[config.mk]
export PLATFORM = sky130hd
export DESIGN_NAME = slc_front
export DESIGN_NICKNAME = d
export VERILOG_FILES = /design/src/rtl/slc_pkg.sv /design/src/rtl/slc_front.sv
export SDC_FILE = /design/constraint.sdc
export NUM_CORES = 1
export LEC_CHECK = 0
export ABC_AREA = 1
export CAP_MARGIN = 20
export CELL_PAD_IN_SITES_DETAIL_PLACEMENT = 1
export CELL_PAD_IN_SITES_GLOBAL_PLACEMENT = 1
export CORE_UTILIZATION = 47
export CTS_BUF_LIST = sky130_fd_sc_hd__clkbuf_8
export DETAILED_ROUTE_END_ITERATION = 6
export DONT_BUFFER_PORTS = 1
export PLACE_DENSITY_LB_ADDON = 0.2
export SYNTH_ARGS = -nofsm -noshare
export SYNTH_HDL_FRONTEND = slang
export SYNTH_SLANG_ARGS = --single-unit
[constraint.sdc]
create_clock -name i_clk -period 7.23 [get_ports i_clk]
set_input_delay 1.0845 -clock i_clk [delete_from_list [all_inputs] [get_ports i_clk]]
set_output_delay 1.0845 -clock i_clk [all_outputs]
set_load 0.01 [all_outputs]
[src/rtl/slc_pkg.sv]
// shared constants, item and line types for the cache lookup block
package slc_pkg;

    localparam int ADDR_W       = 32;
    localparam int MAX_SET_BITS = 6;
    localparam int WAYS         = 8;
    localparam int NUM_SETS     = 1 << MAX_SET_BITS;
    localparam int SET_W        = (MAX_SET_BITS > 0) ? MAX_SET_BITS : 1;
    localparam int WAY_W        = (WAYS > 1) ? $clog2(WAYS) : 1;
    localparam int NW_W         = $clog2(WAYS + 1);
    localparam int TAG_W        = ADDR_W;
    localparam int STAMP_W      = 32;
    localparam int CNT_W        = 32;

    // configuration register widths
    localparam int SB_W         = 3;
    localparam int BB_W         = 5;
    localparam int NWCFG_W      = 4;
    localparam int SHIFT_W      = 6;
    localparam int CFG_IDX_W    = 2;
    localparam int CFG_DATA_W   = 5;

    localparam logic [CFG_IDX_W-1:0] CFG_SET_BITS   = 2'd0;
    localparam logic [CFG_IDX_W-1:0] CFG_BLOCK_BITS = 2'd1;
    localparam logic [CFG_IDX_W-1:0] CFG_WAYS       = 2'd2;

    // command queue between front and back
    localparam int QDEPTH  = 2;
    localparam int QPTR_W  = (QDEPTH > 1) ? $clog2(QDEPTH) : 1;
    localparam int QCNT_W  = $clog2(QDEPTH + 1);

    typedef struct packed {
        logic [SET_W-1:0] set_idx;
        logic [TAG_W-1:0] tag;
        logic [NW_W-1:0]  nw;
    } t_item;

    typedef struct packed {
        logic               valid;
        logic [TAG_W-1:0]   tag;
        logic [STAMP_W-1:0] stamp;
    } t_line;

    typedef t_line [WAYS-1:0] t_row;

endpackage

[src/rtl/slc_front.sv]
// front end: configuration registers, address decode and command push
module slc_front (
    input  logic                           i_clk,
    input  logic                           i_rst_n,
    input  logic                           i_cfg_we,
    input  logic [slc_pkg::CFG_IDX_W-1:0]  i_cfg_idx,
    input  logic [slc_pkg::CFG_DATA_W-1:0] i_cfg_wdata,
    input  logic                           i_start,
    input  logic [slc_pkg::ADDR_W-1:0]     i_address,
    input  logic                           i_clearing,
    input  logic                           i_q_full,
    output logic                           o_busy,
    output logic                           o_push,
    output slc_pkg::t_item                 o_item
);
    import slc_pkg::*;

    logic [SB_W-1:0]    r_set_bits;
    logic [BB_W-1:0]    r_block_bits;
    logic [NWCFG_W-1:0] r_ways;

    logic [SB_W-1:0]    sb;
    logic [SHIFT_W-1:0] tag_shift;
    logic [ADDR_W-1:0]  set_shifted;
    logic [SET_W-1:0]   set_mask;

    always_ff @(posedge i_clk) begin
        if (!i_rst_n) begin
            r_set_bits   <= SB_W'(4);
            r_block_bits <= BB_W'(4);
            r_ways       <= NWCFG_W'(1);
        end else if (i_cfg_we) begin
            unique case (i_cfg_idx)
                CFG_SET_BITS:   r_set_bits   <= i_cfg_wdata[SB_W-1:0];
                CFG_BLOCK_BITS: r_block_bits <= i_cfg_wdata[BB_W-1:0];
                CFG_WAYS:       r_ways       <= i_cfg_wdata[NWCFG_W-1:0];
                default: ;
            endcase
        end
    end

    // clamp set bits, split the address
    always_comb begin
        sb          = (int'(r_set_bits) > MAX_SET_BITS) ? SB_W'(MAX_SET_BITS) : r_set_bits;
        tag_shift   = SHIFT_W'(r_block_bits) + SHIFT_W'(sb);
        set_shifted = i_address >> r_block_bits;
        set_mask    = ~({SET_W{1'b1}} << sb);

        o_item.set_idx = set_shifted[SET_W-1:0] & set_mask;
        o_item.tag     = TAG_W'(i_address >> tag_shift);
        if (r_ways == '0) begin
            o_item.nw = NW_W'(1);
        end else if (int'(r_ways) > WAYS) begin
            o_item.nw = NW_W'(WAYS);
        end else begin
            o_item.nw = NW_W'(r_ways);
        end
    end

    assign o_busy = i_clearing | i_q_full;
    assign o_push = i_start & ~o_busy;

endmodule

## Word-level counts from Yosys, hierarchy flattened

Index checks and enable logic that the tools add are counted.

| word-level totals | value |
|---|---|
| flip-flop bits (word level) | 12 |
| bits of input ports | 45 |
| logic and storage cells | 24 |

| cells by class | value |
|---|---|
| $add $sub $neg | 1 |
| $lt $le $gt $ge | 2 |
| equal/unequal tests | 2 |
| shift operators | 3 |
| multiplexer cells | 3 |
| bitwise operators | 5 |
| reduce and logical (&&, ||, !) cells | 5 |

Operators by type and width:

| operator | number |
|---|---|
| $shr 32x5->6 | 1 |
| $shr 32x6->32 | 1 |
| $mux 4 | 2 |
| $add 5x3->6 | 1 |
| $and 6x6->6 | 1 |
| $not 6->6 | 1 |
| $reduce_and 2->1 | 3 |
| $shl 6x3->6 const A | 1 |
| $gt 4x4->1 const B | 1 |
| $logic_not 4->1 | 1 |
| $gt 3x3->1 const B | 1 |
| $mux 3 | 1 |
| $eq 2x1->1 const B | 1 |
| $eq 2x2->1 const B | 1 |
| $logic_not 2->1 | 1 |
| $and 1x1->1 | 1 |
| $not 1->1 | 1 |
| $or 1x1->1 | 1 |

## Depth between registers and ports, before layout

| depth | value |
|---|---|
| depth in word-level cells | 5 |
| depth in mapped cells | 17 |
| depth with buffers taken out | 15 |

## Worst setup path before layout

No wires, ideal clock.

| timing | value |
|---|---|
| path kind | register to output |
| from | register r_block_bits[1] |
| to | output o_item[26] in the netlist's numbering |
| data arrival time | 2,334 ps |
| slack | 3,812 ps |
| cell stages (with the launch flop) | 13 |
| buffers on the path | 4 |
| cell sequence | dfxtp_1 > buf_2 > clkinv_1 > buf_2 > fa_1 > clkbuf_1 > inv_1 > buf_2 > nor2_1 > inv_1 > o21ai_0 > nand2_1 > nor2_1 |

RTL lines:

| what | line | text |
|---|---|---|
| start, declared | slc_front.sv:19 | `logic [BB_W-1:0] r_block_bits;` |
| start signal, assigned | slc_front.sv:35 | `CFG_BLOCK_BITS: r_block_bits <= i_cfg_wdata[BB_W-1:0];` |
| end, declared | slc_front.sv:14 | `output slc_pkg::t_item o_item` |

==> out/metrics.csv <==
stage;metric;value;unit
worst_setup_path;Worst path slowest cell;dfxtp_1;
power_and_ir_drop;Pwr Density;152;nW/um^2
routing;via count;4889;
logic_synthesis;sequential area share after synthesis;6.54;%
global_routing;largest net degree at the start of global routing;66;
worst_setup_path;type of the worst setup path;register to output pin;
logic_synthesis;Ys Warns;0;
timing;Setup TNS Final;0;ps
layout;layout cells sized above 1;5.82;%
logic_synthesis;syn avg cell area;5.05;sq um
logic_synthesis;synth unique cells;32;
routing;Post-Route WL;14.1;mm
worst_setup_path;CP required;6150;ps
worst_setup_path;worst reg-to-reg setup slack;5150;ps
global_routing;first-pass GRT wire length;23.9;mm
clock_network;H-tree depth;1;
power_and_ir_drop;Logic pwr share;71.8;%
clock_network;worst skew pair latency;240;ps
timing;RSZ-0062 raised after global routing;false;
power_and_ir_drop;Leak;0.00179;uW
worst_hold_path;hold path start;r_ways[1];
worst_setup_path;reg-to-reg startpoint;r_block_bits[1];
worst_setup_path;Critical Path Start Type;register;
layout;Ant. Diodes;0;
layout;Layout Nets;737;
power_and_ir_drop;P_sw;322;uW
floorplan;Die Wd;90.4;um
worst_setup_path;R2R depth;2;
global_routing;gr ovfl total;0;
logic_synthesis;Syn Nets;776;
timing;worst rel slew slack;32.7;%
timing;Pins Over Slew Limit;0;
power_and_ir_drop;Pint;229;uW
worst_setup_path;crit-path max cell delay;840;ps
timing;Final period util;77.3;%
timing;Final Hold Vio Count;0;
worst_setup_path;RR Endpoint;r_block_bits[1];
power_and_ir_drop;clock power share;13.1;%
worst_hold_path;hold-critical path depth;2;
timing;Setup violations, final;0;
timing;worst slew pin tran;1010;ps
worst_setup_path;CP Capture Type;output pin;
clock_network;Post-CTS Setup Inserts;0;
worst_hold_path;worst hold path endpoint;r_ways[1];
routing;ANT nets after route;0;
logic_synthesis;Yosys reg bits;12;
logic_synthesis;Mapped Cells;727;
timing;clock period minus worst slack;5590;ps
floorplan;Initial Utilization;49.6;%
global_routing;number of global-route vias before repair;4939;
worst_setup_path;Crit. Startpoint;r_block_bits[1];
worst_setup_path;CP max FO;33;
clock_network;Clock Sinks;12;
global_routing;GRT Total Usage;35.1;%
power_and_ir_drop;Reg power frac;15.1;%
clock_network;CTS Buffer Depth;2;
floorplan;Core Region;7410;sq um
placed_design;routability cong.;0.991;
worst_setup_path;crit-path cells;clkinv_1 > fa_1 > buf_4 > inv_1 > nand3_1 > nand2_1 > nand2_1 > nand3_1 > nand3_1 > nand2_1;
power_and_ir_drop;Max VDD drop;158;uV
clock_network;CTS Hold Bufs;0;
floorplan;die footprint;8180;sq um
power_and_ir_drop;Final Power;551;uW
floorplan;Die Y;90.4;um
worst_setup_path;critical path arrival;4510;ps
clock_network;TritonCTS clock tree;done;
worst_hold_path;Hold Crit Class;register to register;
layout;commonest non-fill, non-tap cell in the layout;nand2_1;
clock_network;Root Driver;clkbuf_8;
logic_synthesis;cell area after synthesis;3670;sq um
job;max cap viols;0;
global_routing;antenna violations before repair;0;
placed_design;HPWL Detailed;11.3;mm
clock_network;Post-CTS Resized;0;
routing;initial DRC count;283;
routing;detailed-router iteration count before antenna repair;5;
placed_design;PortBufs;0;
clock_network;Clk pin slew, worst setup/hold paths;50;ps
timing;Fin Clk Skew;0;ps
layout;Layout Area Growth over Synthesis;-1.33;%
floorplan;Ports;89;
layout;Layout fillers;1192;
layout;final design utilization;48.9;%
outcome;outcome;finished, final reports clean;
floorplan;Row Count;31;
routing;Remaining DRCs;0;
routing;average wire per standard cell;17.9;um
clock_network;Num CTS Buffers;3;
timing;fmax;0.179;GHz
power_and_ir_drop;Net Sw Frac;58.5;%
routing;vias per cell;6.22;
layout;most frequent cells in the layout;nand2_1, nand3_1, inv_1, o21ai_0, nor2_1;
## logic make-up after synthesis
| family | synth area share [%] |
|---|---|
| AND/OR/NAND/NOR | 60.8 |
| flip-flops | 6.54 |
| buffers and inverters | 14.2 |
| adder cells (fa/ha/maj) | 1.57 |
| XOR/XNOR | 0.681 |
| AO/OA/AOI/OAI | 16.2 |
## state kept, by name, indices dropped and copies added, names as in the netlist
signal	count
r_block_bits	5
r_ways	4
r_set_bits	3
## area by class of cell
cell class / instances / area [sq um] / share of cell area [%]
clock buffers: 4 / 55.1 / 1.52
repair buffers: 2 / 15.0 / 0.414
inverters: 72 / 270 / 7.45
flip-flops and latches: 12 / 241 / 6.66
well taps: 99 / 124 / 3.42
multi-input cells: 597 / 2920 / 80.5
## through the flow
step,area [sq um],setup slack (ps),cells,hold slack [ps]
2_1_floorplan,3670,3810,727,470
3_3_place_gp,3570,2170,782,492
3_5_place_dp,3570,1980,782,505
4_1_cts,3630,1720,786,515
5_1_grt,3630,1220,786,547
6_report,3630,1640,786,512
## cells in the mapped netlist, drive strengths merged
| cell | number | area (sq um) |
|---|---|---|
| clkbuf | 13 | 48.8 |
| xnor2 | 1 | 8.76 |
| clkinv | 1 | 3.75 |
| nor3 | 5 | 25.0 |
| nor2 | 29 | 126 |
| fa | 1 | 20.0 |
| nand3 | 214 | 1120 |
| nand2 | 229 | 937 |
| o22ai | 1 | 6.26 |
| xor2 | 1 | 16.3 |
| dfxtp | 12 | 240 |
| or2 | 2 | 12.5 |
| buf | 33 | 203 |
| nand4 | 2 | 12.5 |
| ha | 3 | 37.5 |
| inv | 71 | 267 |
| o21ai | 68 | 344 |
| o211ai | 16 | 120 |
| a21oi | 25 | 125 |
## routing by layer
layer  routed length (um)  global-route usage (%)
met1                 6130                    44.0
met4                  301                    9.14
met2                 6780                    62.5
met3                  868                    4.97
met5                    0                       0
## worst max-delay path by stage
stage / slack [ps] / endpoint / depth (start not counted)
after floorplan: 3810 / o_item[26] / 12
after global placement: 2170 / o_item[22] / 8
after detailed placement: 1980 / o_item[5] / 10
after CTS: 1720 / o_item[5] / 10
after global routing: 1220 / o_item[4] / 10
final: 1640 / o_item[4] / 10
## power by group through the flow
stage,combinational (uW),sequential [uW],clock (uW)
finish,395,83.2,72.0
global route,442,84.4,77.0
CTS,390,82.7,73.1
detailed placement,388,84.1,0
global placement,376,83.5,0
floorplan,322,73.6,0
## critical path, delay by kind of cell, from the launching register on
kind          cells  cell delay [ps]
fa+ha+maj         1              680
buf+inv           3             1850
flops             1              840
simple gates      6              880
(Power assumes the default switching activity.)
