### src/rtl/slc_pkg.sv
// shared constants, item and line types for the cache lookup block
package slc_pkg;

    localparam int ADDR_W       = 32;
    localparam int MAX_SET_BITS = 6;
    localparam int WAYS         = 8;
    localparam int NUM_SETS     = 1 << MAX_SET_BITS;
    localparam int SET_W        = (MAX_SET_BITS > 0) ? MAX_SET_BITS : 1;
    localparam int WAY_W        = (WAYS > 1) ? $clog2(WAYS) : 1;
    localparam int NW_W         = $clog2(WAYS + 1);
    localparam int TAG_W        = ADDR_W;
    localparam int STAMP_W      = 32;
    localparam int CNT_W        = 32;

    // configuration register widths
    localparam int SB_W         = 3;
    localparam int BB_W         = 5;
    localparam int NWCFG_W      = 4;
    localparam int SHIFT_W      = 6;
    localparam int CFG_IDX_W    = 2;
    localparam int CFG_DATA_W   = 5;

    localparam logic [CFG_IDX_W-1:0] CFG_SET_BITS   = 2'd0;
    localparam logic [CFG_IDX_W-1:0] CFG_BLOCK_BITS = 2'd1;
    localparam logic [CFG_IDX_W-1:0] CFG_WAYS       = 2'd2;

    // command queue between front and back
    localparam int QDEPTH  = 2;
    localparam int QPTR_W  = (QDEPTH > 1) ? $clog2(QDEPTH) : 1;
    localparam int QCNT_W  = $clog2(QDEPTH + 1);

    typedef struct packed {
        logic [SET_W-1:0] set_idx;
        logic [TAG_W-1:0] tag;
        logic [NW_W-1:0]  nw;
    } t_item;

    typedef struct packed {
        logic               valid;
        logic [TAG_W-1:0]   tag;
        logic [STAMP_W-1:0] stamp;
    } t_line;

    typedef t_line [WAYS-1:0] t_row;

endpackage

### src/rtl/slc_queue.sv
// small command queue between decode and lookup
module slc_queue (
    input  logic           i_clk,
    input  logic           i_rst_n,
    input  logic           i_push,
    input  slc_pkg::t_item i_item,
    input  logic           i_pop,
    output logic           o_empty,
    output logic           o_full,
    output slc_pkg::t_item o_head
);
    import slc_pkg::*;

    t_item             r_mem [QDEPTH];
    logic [QPTR_W-1:0] r_wr_ptr;
    logic [QPTR_W-1:0] r_rd_ptr;
    logic [QCNT_W-1:0] r_count;

    function automatic logic [QPTR_W-1:0] ptr_inc(input logic [QPTR_W-1:0] p);
        return (p == QPTR_W'(QDEPTH - 1)) ? '0 : p + 1'b1;
    endfunction

    assign o_empty = (r_count == '0);
    assign o_full  = (r_count == QCNT_W'(QDEPTH));
    assign o_head  = r_mem[r_rd_ptr];

    always_ff @(posedge i_clk) begin
        if (!i_rst_n) begin
            r_wr_ptr <= '0;
            r_rd_ptr <= '0;
            r_count  <= '0;
        end else begin
            if (i_push) r_wr_ptr <= ptr_inc(r_wr_ptr);
            if (i_pop)  r_rd_ptr <= ptr_inc(r_rd_ptr);
            if (i_push && !i_pop) begin
                r_count <= r_count + 1'b1;
            end else if (i_pop && !i_push) begin
                r_count <= r_count - 1'b1;
            end
        end
    end

    always_ff @(posedge i_clk) begin
        if (i_push) r_mem[r_wr_ptr] <= i_item;
    end

endmodule

### config.mk
export PLATFORM = sky130hd
export DESIGN_NAME = slc_queue
export DESIGN_NICKNAME = d
export VERILOG_FILES = /design/src/rtl/slc_pkg.sv /design/src/rtl/slc_queue.sv
export SDC_FILE = /design/constraint.sdc
export NUM_CORES = 1
export LEC_CHECK = 0
export ABC_AREA = 1
export ABC_CLOCK_PERIOD_IN_PS = 8250
export BUFFER_PORTS_ARGS = -buffer_cell sky130_fd_sc_hd__buf_2
export CAP_MARGIN = 30
export CELL_PAD_IN_SITES_DETAIL_PLACEMENT = 0
export CELL_PAD_IN_SITES_GLOBAL_PLACEMENT = 2
export CORE_ASPECT_RATIO = 1.75
export CORE_MARGIN = 3
export CORE_UTILIZATION = 30
export CTS_CLUSTER_SIZE = 24
export DETAILED_ROUTE_END_ITERATION = 10
export GPL_TIMING_DRIVEN = 0
export PLACE_DENSITY_LB_ADDON = 0.12
export SYNTH_ARGS = -nofsm -noshare
export SYNTH_HDL_FRONTEND = slang
export SYNTH_SLANG_ARGS = --single-unit
### constraint.sdc
create_clock -name i_clk -period 8.25 [get_ports i_clk]
set_clock_uncertainty 0.1 [all_clocks]
set_input_delay 0.4125 -clock i_clk [delete_from_list [all_inputs] [get_ports i_clk]]
set_output_delay 0.4125 -clock i_clk [all_outputs]
set_load 0.01 [all_outputs]
=== Word-level counts from Yosys, hierarchy flattened ===
Memory sizes are Yosys's and may differ from the RTL's. A register that Yosys moved wholly into a read port is not among the register bits.
Index checks and enable logic that the tools add are counted.

* Register bits: 4
* Memory bits (writable): 84
* Input bits: 46
* Word-level logic and storage cells: 23
* Memories kept: 1

{| class="wikitable"
|+ Memory list
! name !! depth !! bits a word !! read ports !! clocked after Yosys merged registers in !! write ports !! line !! text
|-
| r_mem || 2 || 42 || 1 || 1 || 1 || slc_queue.sv:14 || <nowiki>t_item r_mem [QDEPTH];</nowiki>
|}

* $add $sub $neg: 4
* Equality and inequality tests: 1
* Muxes and demuxes: 8
* Reductions and logical operators: 6

{| class="wikitable"
|+ Operators by type and width
! kind !! count
|-
| $mux 1 || 6
|-
| $mux 2 || 2
|-
| $add 1x1->1 const B || 2
|-
| $add 2x1->2 const B || 1
|-
| $eq 2x2->1 const B || 1
|-
| $logic_and 1x1->1 || 2
|-
| $logic_not 1->1 || 2
|-
| $logic_not 2->1 || 1
|-
| $reduce_bool 2->1 || 1
|-
| $sub 2x1->2 const B || 1
|}

=== Depth between registers and ports, before layout ===
Gate-level depths: netlist of run 1.

* Word-level depth: 4
* Mapped depth: 8

=== Least setup slack after synthesis of run 1 ===
No wires, ideal clock.

* Path type: input -> register
* Start: input i_push
* End: memory r_mem[0][0] (netlist bit) (enable)
* Library setup time: 442 ps
* Data arrival time: 2219 ps
* Path slack: 5489 ps
* Cell stages on the path: 2
* Path buffers: 0
* Path through: inv_1 > nor2_1

* Word-level cells in the longest chain between the ends: 2

{| class="wikitable"
|+ Ends and longest elaborated chain
! what !! line !! text
|-
| from (decl) || slc_queue.sv:5 || <nowiki>input logic i_push,</nowiki>
|-
| $mux 1 || slc_queue.sv:44 || <nowiki>if (i_push) r_mem[r_wr_ptr] <= i_item;</nowiki>
|-
| $mux 1 (not written as such) || slc_queue.sv:44 ||
|-
| to (decl) || slc_queue.sv:14 ||
|}

No other way between the ends.

==> results of run 1 <==
==> cell usage after synthesis, drive strengths merged <==
cell type and count:
edfxtp 84, mux2 42, nor2 9, inv 8, nand2 8, buf 5
dfxtp 5, a21oi 1, ha 1, nand3 1, nand4 1, o21ai 1
==> area by class of cell <==
type	instances	area share (%)
Timing Repair Buffer	91	11.0
Buffer	5	2.04
Clock inverter	7	2.60
Inverter	8	0.672
Clock buffer	9	5.04
Tap cell	132	3.69
Multi-Input combinational cell	64	16.3
Sequential cell	89	58.6
==> registers in the layout, summed over array words and instances, names as in the netlist, named ones only <==
name and cells:
r_mem 84, r_count 2, r_rd_ptr 1, r_wr_ptr 1
==> per-layer routing <==
layer,vias to the layer above,wire length [um]
met5,-,0
met4,0,96
met3,5,315
met2,54,3480
met1,847,2140
li1,835,-
==> cell families after synthesis <==
group	Yosys count
flops	89
buf+inv	13
mux	42
simple gates	19
fa+ha+maj	1
compound gates	2
==> final timing paths <==
path	start	end	slack [ns]	cells past startpoint
setup / recovery	flip-flop	o_head[5]	6.32	4
hold / removal	i_item[25]	r_mem[1][25]$_DFFE_PP_	0.17	1
setup reg to reg	r_wr_ptr$_SDFFE_PN0P_	r_mem[0][20]$_DFFE_PP_	6.66	2
hold reg to reg	r_rd_ptr$_SDFFE_PN0P_	flip-flop	0.41	2
==> critical path, delay by kind of cell (launching register included) <==
| kind | cells | cell delay, ns |
|---|---|---|
| DFF | 1 | 0.32 |
| muxes | 1 | 0.31 |
| buffers and inverters | 3 | 0.46 |
==> power groups by stage <==
stage          clock network [W]  registers [W]   logic, W
2_1_floorplan                  0       0.000537  0.0000710
3_3_place_gp                   0       0.000538   0.000114
3_5_place_dp                   0       0.000538   0.000119
4_1_cts                 0.000472       0.000528   0.000119
5_1_grt                 0.000496       0.000530   0.000125
6_report                0.000458       0.000528   0.000115
==> per-stage QoR <==
step	utilization [%]	std cells	area, um^2	setup slack [ns]	hold WS, ns
detailed placement	36.8	389	4130	6.36	0.397
floorplan	-	166	3460	5.49	0.363
finish	39.8	405	4470	6.32	0.169
global placement	36.3	387	4080	4.05	0.381
global route	39.8	405	4470	6.24	0.153
CTS	39.8	405	4470	6.28	0.154
==> flow_summary.ini, run 1 <==
[global_routing]
grt_pass1_vias = 1809
grt-ovfl-total = 0
antenna_found_initial = 0
grt_pass1_wl_um = 9300
grtUsageMet1_pct = 10.4
grt_use_met2_pct = 17.5
track_usage_pct = 9.78
use_met3_pct = 2.44
grt_max_degree = 24
grt.busiest_layer = met2

[worst_setup_path]
crit_slowest_cell = dfxtp_1
max_stage_delay_ns = 0.32
cp_max_fo = 10
critPathKind = reg2out
cp.required_ns = 7.74
cp.arrival_ns = 1.42
worstPathCellList = buf_6 > buf_12 > mux2_4 > buf_2
end_kind = primary output
worstSetupStartpointType = flip-flop

[drt]
drt-wirelength-per-cell_um = 14.9
drt_iter0_drc = 84
route.antenna.remaining_nets = 0
viasPerCell = 4.30
drt_first_pass_iters = 4
drt_wl_total_um = 6030
drc = 0
via_count = 1741

[floorplanning]
row_count = 51
start_util_pct = 30.8
coreArea_mm2 = 0.0112
die_w_um = 87.2
die_area_mm2 = 0.0129
die_height_um = 148
ios = 90

[final_layout]
synthToLayoutAreaGrowth_pct = 29.1
layout_common_cells = buf_2, edfxtp_1, mux2_4, clkbuf_16
n_fill_cell = 1071
multi_input_area_um2 = 728
regArea_mm2 = 0.00262
layout_commonest_cell = buf_2
final_nets = 315
num_antenna_cells = 0
drive_gt1_share_pct = 56.8

[timing]
fmax_mhz = 518
fin_crit_sh_pct = 23.4
worstMarginPinSlew_ns = 0.721
slew_violations = 0
slew_headroom_pct = 51.8
hold_viol_final = 0
finalSetupTns_ns = 0
setup_violations = 0
rsz0062_at_grt = false
period_needed_ns = 1.93

[yosys]
synth_fp_nets = 213
yosys_warnings = 0
synth_xor_xnor_area_share_pct = 0
muxShareOfSynthArea_pct = 18.0
synth_top_family_by_area = multiplexers
synth_simple_gate_area_share_pct = 2.17
synthTopCellsByArea = edfxtp_1, mux2_4, dfxtp_1
synth_area_mm2 = 0.00346
ys_seq_area_share_pct = 75.7
synthCells = 166
synth_area_per_cell_um2 = 20.9
ys_seq_elements = 89
synth-compound-area-share_pct = 0.289
synth_adder_area_share_pct = 0.361
synth_top_area_cell = edfxtp_1
yosysTopAreaCellShare_pct = 72.8
synth_cell_types = 14

[power_and_ir_drop]
seq_power_share_pct = 48.0
p_leak_nw = 1.81
pwr-share-clk_pct = 41.6
finalPower_w = 0.00110
power.density_mw_per_mm2 = 246
p_sw_w = 0.000222
switching_share_pct = 20.1
internal_power_w = 0.000879
combPwrFrac_pct = 10.4
vdd_ir_drop_max_uv = 113

[clocking]
cts_root_buffer = clkbuf_16
cts_buffer_depth = 2
htreeDepth = 3
clkLatencyLatePin_ns = 0.33
clk_pin_slew_ns = 0.06
cts_tree = built
postCtsSetupBuffers = 0
hold_buffers = 0
cts_buffers = 9
clock-sinks = 89
cts_resized = 0

[hold_path]
hold_class = in2reg

[place]
dp_hpwl_um = 4240
place.gp.congestion = 0.645
portBuffers = 89

[flow_run]
cap_violations = 0

[run_status]
outcome = completed
Power figures use the tool's default switching activity.
==> run 2: changes to the inputs <==
--- a/config.mk
+++ b/config.mk
@@ -5,8 +5,8 @@
 export SDC_FILE = /design/constraint.sdc
 export NUM_CORES = 1
 export LEC_CHECK = 0
-export ABC_AREA = 1
-export ABC_CLOCK_PERIOD_IN_PS = 8250
+export ABC_AREA = 0
+export ABC_CLOCK_PERIOD_IN_PS = 1950
 export BUFFER_PORTS_ARGS = -buffer_cell sky130_fd_sc_hd__buf_2
 export CAP_MARGIN = 30
 export CELL_PAD_IN_SITES_DETAIL_PLACEMENT = 0
==> constraint.sdc (replaced) <==
create_clock -name i_clk -period 1.95 [get_ports i_clk]
set_clock_uncertainty 0.1 [all_clocks]
set_input_delay 0.0975 -clock i_clk [delete_from_list [all_inputs] [get_ports i_clk]]
set_output_delay 0.0975 -clock i_clk [all_outputs]
set_load 0.01 [all_outputs]
==> flow_summary.ini, run 2 <==
[yosys]
ys_async_sr_fraction_pct = 0
synth_most_common_cell = edfxtp_1
yosys_warnings = 0
synth-edff-count = 84
synthCells = 153
synthTopCellsByArea = edfxtp_1, mux2_2, dfxtp_1
synth_area_per_cell_um2 = 21.2
synth_common_cells = edfxtp_1, mux2_2, dfxtp_1
ys_seq_elements = 89
synth_cell_types = 17
synth_fp_nets = 200
synth_top_area_cell = edfxtp_1
synth_area_mm2 = 0.00324
ys_seq_area_share_pct = 80.8
synth_ff_type = edfxtp_1
yosysTopAreaCellShare_pct = 77.7

[worst_setup_path]
worstPathCellList = buf_2 > buf_2 > mux2_2 > buf_2
path_buf_inv = 3
cp.arrival_ns = 1.60
worstSetupStartpointType = flip-flop
cp_top_family = buffers and inverters
crit_slowest_cell = mux2_2
max_stage_delay_ns = 0.38
critPathKind = reg2out
cp.required_ns = 1.75
crit_top_cell = buf_2
cp_max_fo = 10
end_kind = primary output

[global_routing]
grt_max_degree = 24
track_usage_pct = 11.1
grtUsageMet1_pct = 11.9
grt.busiest_layer = met2
use_met3_pct = 2.98
grt_pass1_vias = 2059
grt_pass1_wl_um = 10200
antenna_found_initial = 0
grt-ovfl-total = 0
grt_use_met2_pct = 19.9

[final_layout]
multi_input_area_um2 = 597
final_nets = 345
synthToLayoutAreaGrowth_pct = 42.3
largest_register = r_mem
stdcell_count = 430
regArea_mm2 = 0.00262
num_antenna_cells = 0
n_fill_cell = 966
reg_top3 = r_mem (84), r_count (2)
layout_common_cells = buf_2, edfxtp_1, dlygate4sd3_1, mux2_2, clkbuf_16
drive_gt1_share_pct = 51.2
largest_register_ffs = 84
layout_commonest_cell = buf_2

[power_and_ir_drop]
power.density_mw_per_mm2 = 954
p_leak_nw = 1.76
p_sw_w = 0.000931
combPwrFrac_pct = 11.8
vdd_ir_drop_max_uv = 441
switching_share_pct = 21.1
pwr-share-clk_pct = 37.6
internal_power_w = 0.00347
seq_power_share_pct = 50.6

[clocking]
clock-sinks = 89
clk_pin_slew_ns = 0.06
clkLatencyLatePin_ns = 0.32
cts_tree = built
cts_root_buffer = clkbuf_16
cts_buffers = 9
htreeDepth = 3
cts_buffer_depth = 2

[floorplanning]
start_util_pct = 31.1
ios = 90
coreArea_mm2 = 0.0104
die_w_um = 84.6
die_height_um = 144
die_area_mm2 = 0.0121
row_count = 49

[timing]
slew_violations = 0
fin_crit_sh_pct = 92.4
fmax_mhz = 555
worstMarginPinSlew_ns = 0.700
rsz0062_at_grt = false
finalSetupTns_ns = 0
slew_headroom_pct = 53.2
setup_violations = 0
period_needed_ns = 1.80
hold_viol_final = 0

[run_status]
outcome = completed

[hold_path]
hold_class = in2reg

[drt]
drt_wl_total_um = 6360
drt_iter0_drc = 20
route.antenna.remaining_nets = 0
drt_first_pass_iters = 2
viasPerCell = 4.27
via_count = 1834
drc = 0
drt-wirelength-per-cell_um = 14.8

[place]
place_inst = 371
portBuffers = 89
place.gp.congestion = 0.623
dp_hpwl_um = 4150

[flow_run]
cap_violations = 0
run 2: cells by family after synthesis:
logic type,synth area share (%)
flops,80.8
mux,14.6
simple gates,1.74
buf+inv,1.04
compound gates,0.617
xor+xnor,0.810
fa+ha+maj,0.386
run 2: worst paths after layout:
path / startpoint / end / slack (ns) / cells past startpoint
setup / recovery: flip-flop / o_head[17] / 0.15 / 4
hold / removal: i_pop / flip-flop / 0.02 / 3
setup reg to reg: r_wr_ptr$_SDFFE_PN0P_ / r_mem[0][40]$_DFFE_PP_ / 0.37 / 2
hold reg to reg: r_count[1]$_SDFFE_PN0P_ / r_count[1]$_SDFFE_PN0P_ / 0.42 / 2
run 2: power groups by stage:
| stage | logic [W] | clock network, W | registers, W |
|---|---|---|---|
| 6_report | 0.000521 | 0.00165 | 0.00223 |
| 5_1_grt | 0.000572 | 0.00179 | 0.00224 |
| 4_1_cts | 0.000542 | 0.00172 | 0.00223 |
| 3_5_place_dp | 0.000471 | 0 | 0.00227 |
| 3_3_place_gp | 0.000456 | 0 | 0.00227 |
| 2_1_floorplan | 0.000258 | 0 | 0.00227 |
run 2: worst min-delay path, cell delays in order:
cell    delay, ns
buf_2        0.10
xor2_1       0.06
and2_1       0.14
run 2: what timing repair did:
action,CTS,global route
hold buffers,43,0
endpoints found under the setup margin,0,0
buffers inserted,0,0
gates resized for setup,0,0
hold endpoints to repair,89,0
run 2: cell type report:
| type | count | area share (%) |
|---|---|---|
| Buffer | 5 | 0.650 |
| Clock buffer | 11 | 5.04 |
| Clock inverter | 5 | 1.22 |
| Inverter | 1 | 0.0813 |
| Multi-Input combinational cell | 58 | 12.9 |
| Sequential cell | 89 | 56.8 |
| Tap cell | 127 | 3.44 |
| Timing Repair Buffer | 134 | 19.8 |
run 2: metrics by stage:
step                hold WS [ns]  util [%]  setup slack (ns)  power [W]  area, um^2
floorplan                 0.0964         -            0.0419    0.00252        3250
global route              0.0307      44.3           0.00470    0.00461        4620
finish                    0.0164      44.3             0.148    0.00441        4620
detailed placement         0.189      37.4             0.309    0.00274        3900
global placement           0.186      37.0            -0.736    0.00273        3860
CTS                      0.00657      44.3            0.0788    0.00449        4620
run 2: routing by layer:
| metal | up-vias | wire, um |
|---|---|---|
| met5 | - | 0 |
| li1 | 881 | - |
| met3 | 9 | 304 |
| met4 | 0 | 121 |
| met1 | 890 | 2360 |
| met2 | 54 | 3570 |
